==> config.mk <==
export PLATFORM = sky130hd
export DESIGN_NAME = window_trimmed_median_filter
export DESIGN_NICKNAME = d
export VERILOG_FILES = /design/src/sv/wtmf_pkg.sv /design/src/sv/wtmf_cell.sv /design/src/sv/wtmf_avg.sv /design/src/sv/window_trimmed_median_filter.sv
export SDC_FILE = /design/constraint.sdc
export NUM_CORES = 1
export LEC_CHECK = 0
export ABC_CLOCK_PERIOD_IN_PS = 9780
export BUFFER_PORTS_ARGS = -buffer_cell sky130_fd_sc_hd__buf_2
export CORE_MARGIN = 1.5
export CORE_UTILIZATION = 51
export DETAILED_ROUTE_END_ITERATION = 16
export PLACE_DENSITY = 0.65
export SLEW_MARGIN = 20
export SYNTH_ARGS = -nofsm -noshare
export SYNTH_HDL_FRONTEND = slang
export SYNTH_HIERARCHICAL = 1
export SYNTH_SLANG_ARGS = --single-unit
==> constraint.sdc <==
create_clock -name clk -period 9.78 [get_ports clk]
set_input_delay 1.467 -clock clk [delete_from_list [all_inputs] [get_ports clk]]
set_output_delay 1.467 -clock clk [all_outputs]
set_load 0.05 [all_outputs]
==> src/sv/wtmf_pkg.sv <==
// Shared types and constants for the window trimmed median filter.
package wtmf_pkg;

  localparam int WINDOW_SIZE = 8;
  localparam int SAMPLE_W    = 16;
  localparam int AGE_W       = $clog2(WINDOW_SIZE);
  localparam int CNT_W       = $clog2(WINDOW_SIZE + 1);
  localparam int RANK_LO     = WINDOW_SIZE / 2 - 2;
  localparam int SUM_W       = SAMPLE_W + 2;
  localparam int DIV_SHIFT   = 19;

  localparam logic [SUM_W-1:0] DIV_MUL = SUM_W'((1 << DIV_SHIFT) / 3 + 1);
  localparam logic [AGE_W-1:0] AGE_OLDEST = AGE_W'(WINDOW_SIZE - 1);
  localparam logic [CNT_W-1:0] CNT_FULL = CNT_W'(WINDOW_SIZE);

  typedef struct packed {
    logic                valid;
    logic [AGE_W-1:0]    age;
    logic [SAMPLE_W-1:0] value;
  } entry_t;

  typedef struct packed {
    logic del_seen;
    logic keep;
  } link_t;

  typedef struct packed {
    logic                valid;
    logic                full;
    logic [SAMPLE_W-1:0] sample;
  } tag_t;

endpackage

==> src/sv/wtmf_cell.sv <==
// One cell of the sorted window: holds one entry with its age.
module wtmf_cell (
  input  logic                             clk,
  input  logic                             rst_n,
  input  logic                             en,
  input  logic [wtmf_pkg::SAMPLE_W-1:0]    sample,
  input  wtmf_pkg::entry_t                 above,
  input  wtmf_pkg::entry_t                 below,
  input  wtmf_pkg::link_t                  link_in,
  output wtmf_pkg::link_t                  link_out,
  output wtmf_pkg::entry_t                 entry
);

  wtmf_pkg::entry_t entry_r;
  wtmf_pkg::entry_t entry_nxt;
  wtmf_pkg::entry_t after_del;
  wtmf_pkg::entry_t prev_after_del;
  logic             del_here;
  logic             del_seen;
  logic             keep;

  always_comb begin
    del_here       = entry_r.valid && (entry_r.age == wtmf_pkg::AGE_OLDEST);
    del_seen       = link_in.del_seen | del_here;
    after_del      = del_seen ? below : entry_r;
    prev_after_del = link_in.del_seen ? entry_r : above;
    keep           = after_del.valid && (after_del.value >= sample);
  end

  always_comb begin
    if (keep) begin
      entry_nxt     = after_del;
      entry_nxt.age = after_del.age + 1'b1;
    end else if (link_in.keep) begin
      entry_nxt.valid = 1'b1;
      entry_nxt.age   = '0;
      entry_nxt.value = sample;
    end else begin
      entry_nxt     = prev_after_del;
      entry_nxt.age = prev_after_del.age + 1'b1;
    end
  end

  always_ff @(posedge clk) begin
    if (!rst_n) begin
      entry_r.valid <= 1'b0;
    end else if (en) begin
      entry_r <= entry_nxt;
    end
  end

  assign link_out.del_seen = del_seen;
  assign link_out.keep     = keep;
  assign entry             = entry_r;

endmodule

==> src/sv/wtmf_avg.sv <==
// Sum and divide-by-three stages that form the result item.
module wtmf_avg (
  input  logic                          clk,
  input  logic                          rst_n,
  input  logic                          en,
  input  wtmf_pkg::tag_t                tag,
  input  logic [wtmf_pkg::SAMPLE_W-1:0] rank0,
  input  logic [wtmf_pkg::SAMPLE_W-1:0] rank1,
  input  logic [wtmf_pkg::SAMPLE_W-1:0] rank2,
  output logic                          out_valid,
  output logic [wtmf_pkg::SAMPLE_W-1:0] out_filtered,
  output logic                          out_window_full
);

  logic [wtmf_pkg::SUM_W-1:0]   sum;
  logic [wtmf_pkg::SUM_W-1:0]   val2_nxt;
  logic [wtmf_pkg::SUM_W-1:0]   val2_r;
  logic                         v2_r;
  logic                         full2_r;
  logic [2*wtmf_pkg::SUM_W-1:0] prod;
  logic [wtmf_pkg::SAMPLE_W-1:0] filt_nxt;
  logic                         v3_r;
  logic                         full3_r;
  logic [wtmf_pkg::SAMPLE_W-1:0] filt3_r;

  always_comb begin
    sum = {2'b00, rank0} + {2'b00, rank1} + {2'b00, rank2};
    val2_nxt = tag.full ? sum : {2'b00, tag.sample};
  end

  assign prod     = val2_r * wtmf_pkg::DIV_MUL;
  assign filt_nxt = full2_r ? prod[wtmf_pkg::DIV_SHIFT +: wtmf_pkg::SAMPLE_W]
                            : val2_r[wtmf_pkg::SAMPLE_W-1:0];

  always_ff @(posedge clk) begin
    if (!rst_n) begin
      v2_r <= 1'b0;
      v3_r <= 1'b0;
    end else if (en) begin
      v2_r <= tag.valid;
      v3_r <= v2_r;
    end
  end

  always_ff @(posedge clk) begin
    if (en) begin
      full2_r <= tag.full;
      val2_r  <= val2_nxt;
      full3_r <= full2_r;
      filt3_r <= filt_nxt;
    end
  end

  assign out_valid       = v3_r;
  assign out_filtered    = filt3_r;
  assign out_window_full = full3_r;

endmodule

==> src/sv/window_trimmed_median_filter.sv <==
// Top level of the window trimmed median filter: sorted cell chain and averaging stages.
//
//   channel | direction | ports
//   in      | input     | in_valid, in_stall, in_sample
//   out     | output    | out_valid, out_stall, out_filtered, out_window_full
//
// One item is accepted per cycle while the output is not stalled; its result is
// registered in the cell chain update, then the sum register, then the divide register.
// The cell chain sets this rate: it inserts one sample and, once the window is full,
// retires the oldest entry in the same cycle.
// Reset clears the cell valid bits, the fill count and the stage valids.
// A stalled output holds the whole pipeline and raises in_stall.
module window_trimmed_median_filter (
  input  logic                          clk,
  input  logic                          rst_n,
  input  logic                          in_valid,
  output logic                          in_stall,
  input  logic [wtmf_pkg::SAMPLE_W-1:0] in_sample,
  output logic                          out_valid,
  input  logic                          out_stall,
  output logic [wtmf_pkg::SAMPLE_W-1:0] out_filtered,
  output logic                          out_window_full
);

  localparam int W = wtmf_pkg::WINDOW_SIZE;

  logic                       en;
  logic                       accept;
  logic                       full;
  logic [wtmf_pkg::CNT_W-1:0] cnt_r;
  wtmf_pkg::tag_t             tag_r;
  wtmf_pkg::entry_t           ent  [W];
  wtmf_pkg::link_t            lnk  [W];
  wtmf_pkg::entry_t           empty_entry;
  wtmf_pkg::link_t            head_link;

  assign en          = !(out_valid && out_stall);
  assign in_stall    = !en;
  assign accept      = in_valid && en;
  assign full        = (cnt_r == wtmf_pkg::CNT_FULL);
  assign empty_entry = '0;
  assign head_link   = '{del_seen: 1'b0, keep: 1'b1};

  always_ff @(posedge clk) begin
    if (!rst_n) begin
      cnt_r       <= '0;
      tag_r.valid <= 1'b0;
    end else if (en) begin
      tag_r.valid <= accept;
      if (accept) begin
        tag_r.full   <= full;
        tag_r.sample <= in_sample;
      end
      if (accept && !full) begin
        cnt_r <= cnt_r + 1'b1;
      end
    end
  end

  for (genvar i = 0; i < W; i++) begin : g_cell
    wtmf_pkg::entry_t above;
    wtmf_pkg::entry_t below;
    wtmf_pkg::link_t  link_in;

    if (i == 0) begin : g_head
      assign above   = empty_entry;
      assign link_in = head_link;
    end else begin : g_mid
      assign above   = ent[i-1];
      assign link_in = lnk[i-1];
    end

    if (i == W - 1) begin : g_tail
      assign below = empty_entry;
    end else begin : g_body
      assign below = ent[i+1];
    end

    wtmf_cell u_cell (
      .clk      (clk),
      .rst_n    (rst_n),
      .en       (accept),
      .sample   (in_sample),
      .above    (above),
      .below    (below),
      .link_in  (link_in),
      .link_out (lnk[i]),
      .entry    (ent[i])
    );
  end

  wtmf_avg u_avg (
    .clk             (clk),
    .rst_n           (rst_n),
    .en              (en),
    .tag             (tag_r),
    .rank0           (ent[wtmf_pkg::RANK_LO].value),
    .rank1           (ent[wtmf_pkg::RANK_LO + 1].value),
    .rank2           (ent[wtmf_pkg::RANK_LO + 2].value),
    .out_valid       (out_valid),
    .out_filtered    (out_filtered),
    .out_window_full (out_window_full)
  );

endmodule

# Yosys cells after proc, flatten, opt, wreduce, memory -nomap -nowiden
# Cells that the tools add are included.
[totals] reg_bits=220 inputBits=20 out_inout_bits=19
[classes] addsub=11 multipliers=1 order_cmp=8 eq_ne=9 muxes=25 n_bitwise=8 reduce_logical=24
[ops] operator="20-bit two-way mux" n=23
[ops] operator="16-bit greater-or-equal comparator" n=8
[ops] operator="18-bit by 18-bit multiplier with 35-bit output (second input constant)" n=1
[ops] operator="16-bit two-way mux" n=2
[ops] operator="3-bit by 1-bit adder with 3-bit output (second input constant)" n=8
[ops] operator="3-bit equality test (second input constant)" n=8
[ops] operator="1-bit logical AND" n=19
[ops] operator="17-bit by 16-bit adder with 18-bit output" n=1
[ops] operator="16-bit by 16-bit adder with 17-bit output" n=1
[ops] operator="1-bit bitwise OR" n=7
[ops] operator="4-bit by 1-bit adder with 4-bit output (second input constant)" n=1
[ops] operator="4-bit equality test (second input constant)" n=1
[ops] operator="2-bit AND reduction" n=2
[ops] operator="3-bit AND reduction" n=1
[ops] operator="1-bit zero test" n=2
[ops] operator="1-bit NOT" n=1

# Longest topological paths before layout
[depth] word_depth=13 depth_mapped=40 depth_no_buf=24

# Hierarchy
# The synthesis kept the hierarchy.
[by_module_without_submodules] module="wtmf_cell (g_cell[2].u_cell ...)" instances=6 cells_per_inst=179 area_each_um2=1876.8
[by_module_without_submodules] module="wtmf_avg" instances=1 cells_per_inst=872 area_each_um2=8623.3
[by_module_without_submodules] module="wtmf_cell (g_cell[0].u_cell ...)" instances=2 cells_per_inst=179 area_each_um2=1865.5
[by_module_without_submodules] module="window_trimmed_median_filter" instances=1 cells_per_inst=52 area_each_um2=798.3

# Worst setup path after synthesis
# OpenSTA, ideal clock, no wires.
[synth_timing] path_type="register to register" startpoint="reg g_cell[0].u_cell/entry[16] (netlist name)" endpoint="reg g_cell[7].u_cell.entry_r (netlist bit g_cell[7].u_cell/entry[0]) (enable)" setup_ps=399 t_arrival_ps=8744 required_time_ps=9381 setup_slack_ps=638 stages_incl_launch_ff=39 path_buffers=16 path_cell_list="edfxtp_1 > a41oi_2 > buf_2 > inv_1 > buf_4 > a41oi_2 > buf_2 > inv_1 > buf_4 > a41oi_4 > buf_2 > inv_1 > buf_4 > a41oi_4 > buf_2 > inv_1 > buf_4 > a41oi_4 > [3 not listed] > a41oi_4 > buf_2 > inv_1 > buf_4 > a41oi_4 > buf_2 > mux2_2 > ha_1 > nand4_1 > or3_1 > a31oi_2 > o31ai_2 > buf_6 > inv_1 > buf_4 > inv_1 > clkbuf_1 > a31oi_1"
[synth_lines] element="end signal: assignment" line_no="wtmf_cell.sv:48" rtl="entry_r <= entry_nxt;"
[synth_lines] element="end: declaration" line_no="wtmf_cell.sv:14" rtl="wtmf_pkg::entry_t entry_r;"

==> results.cfg <==
[cells_and_area]
mostFrequentLayoutCells = inv_1 (407), ha_1 (316), edfxtp_1 (205)
mostFrequentLayoutCell = inv_1
drive_gt1_share_pct = 18.34
fin_nets = 2876
fillers = 4096
fin_cells = 3044
finish.utilization_pct = 56.09
diodes = 0
area_growth_pct = 7.741

[die]
chipWidth_um = 221.7
io-pin-count = 39
dieArea_um2 = 49150
row_count = 79
dieHeight_um = 221.7
fp.coreArea_um2 = 46850
start_util_pct = 52.06

[detailed_routing]
drcViolationCount = 0
drtIter0Drc = 971
ant_nets = 0
wire_per_inst_um = 19.62
dr.pass1.iters = 6
routed_wirelength_um = 59720
vias_per_cell = 5.751
via_count = 17510

[global_route]
grt_remaining_overflow = 0
grt_max_degree = 41
globalRouteTotalUtil_pct = 24.28
antenna_found_initial = 3
grt_pass1_vias = 18320
grt_pass1_wl_um = 96200

[placement]
dp_hpwl_um = 47140
gp_congestion = 0.8954
port_buffers = 38
dp_cells = 2991

[timing]
worstMarginPinSlew_ps = 1036
rsz0062_at_grt = no
hold_ws_ps = 478.7
min_period_ps = 8959
drv_slew = 0
fmax_ghz = 0.1116
skew_ps = 42.44
maxSlewHeadroom_pct = 30.65
setup_viol = 0
hold_violations = 0
timing.final.crit_share_pct = 91.61

[critical_path]
crit_top_cell = inv_1
path_max_fanout = 20
critPathMaxStageDelay_ps = 680
crit_required_ps = 10100
critPathKind = reg2reg
r2r_slack_ps = 820
cp-end-kind = flip-flop
cp-start-kind = flip-flop
cp.arrival_ps = 9280
cp_slowest_cell = a41oi_4

[cts]
clkTransAtPathRegs_ps = 60
cts_inserted_buffers = 28
h-tree-depth = 1
worstSkewPairLatency_ps = 610
cts.repair.resized = 0
cts_num_sinks = 220
ctsLongestPathBuffers = 3
cts_root_buf = clkbuf_16
cts_hold_buf = 0
cts_tree = built

[logic_synthesis]
yosysWarnings = 6
avgSynthCellArea_um2 = 10.37
netlist_area_um2 = 24390
synthCells = 2352

[job]
drv_cap = 0

[worst_hold_path]
hold_path.class = reg2reg

[status]
status = completed
[what timing repair did]
action | 4_1_cts | 5_1_grt
setup buffers | 1 | 1
setup endpoints to repair | 19 | 52
pin swaps | 0 | 0
[worst max-delay path: cells and delay by family, from the launching register on]
kind                     cells  cell delay, ps
adder cells (fa/ha/maj)      1             250
AND/OR/NAND/NOR              1             190
flip-flops                   1             470
multiplexers                 2             660
AO/OA/AOI/OAI               11            3900
buffers and inverters       10            3160
[layer usage]
layer / share of wire, % / vias up / global-route usage (%)
met1: 42 / 8528 / 30.18
li1: - / 8372 / -
met3: 4.5 / 153 / 3.074
met5: 0.045 / - / 0
met4: 3.6 / 4 / 8.175
met2: 50 / 449 / 43.39
[stage by stage]
| step | cell area, µm² | setup TNS [ps] | worst slack, ps |
|---|---|---|---|
| global route | 26280 | 0 | 90.93 |
| CTS | 26230 | 0 | 299.6 |
| finish | 26280 | 0 | 821.0 |
| floorplan | 24570 | 0 | 637.7 |
| detailed placement | 25280 | -3914 | -263.0 |
| global placement | 25280 | 0 | 247.3 |
[registers in the layout (all words and copies together), names as in the netlist]
register and cells:
u_avg/val2_r 18, u_avg/v2_r 1, cnt_r 4, u_avg/out_window_full 1
tag_r 18, u_avg/full2_r 1, u_avg/out_valid 1, g_cell.u_cell/entry 160
u_avg/out_filtered 16
[path summary, 6_finish.rpt]
kind	startpoint	to	depth (start not counted)
worst min-delay path	tag_r[17]$_SDFFE_PN0N_	tag_r[17]$_SDFFE_PN0N_	2
worst min register to register	tag_r[17]$_SDFFE_PN0N_	tag_r[17]$_SDFFE_PN0N_	2
worst max register to register	g_cell[0].u_cell/entry[16]$_DFFE_PP_	g_cell[7].u_cell/entry[15]$_DFFE_PP_	25
worst max-delay path	g_cell[0].u_cell/entry[16]$_DFFE_PP_	g_cell[7].u_cell/entry[15]$_DFFE_PP_	25
[final cells by class]
class                   count  area (µm²)  share of cell area [%]
well taps                 607       759.5                   2.890
clock buffers              32       715.7                   2.723
inverters                 407        1528                   5.813
flip-flops and latches    220        6456                   24.57
repair buffers             57       332.8                   1.266
clock inverters            19       222.7                  0.8475
multi-input cells        1702       16260                   61.89
Power is left out: the tool's default activity adds up to more than one toggle a clock period on the data nets, which glitch-free logic cannot reach.
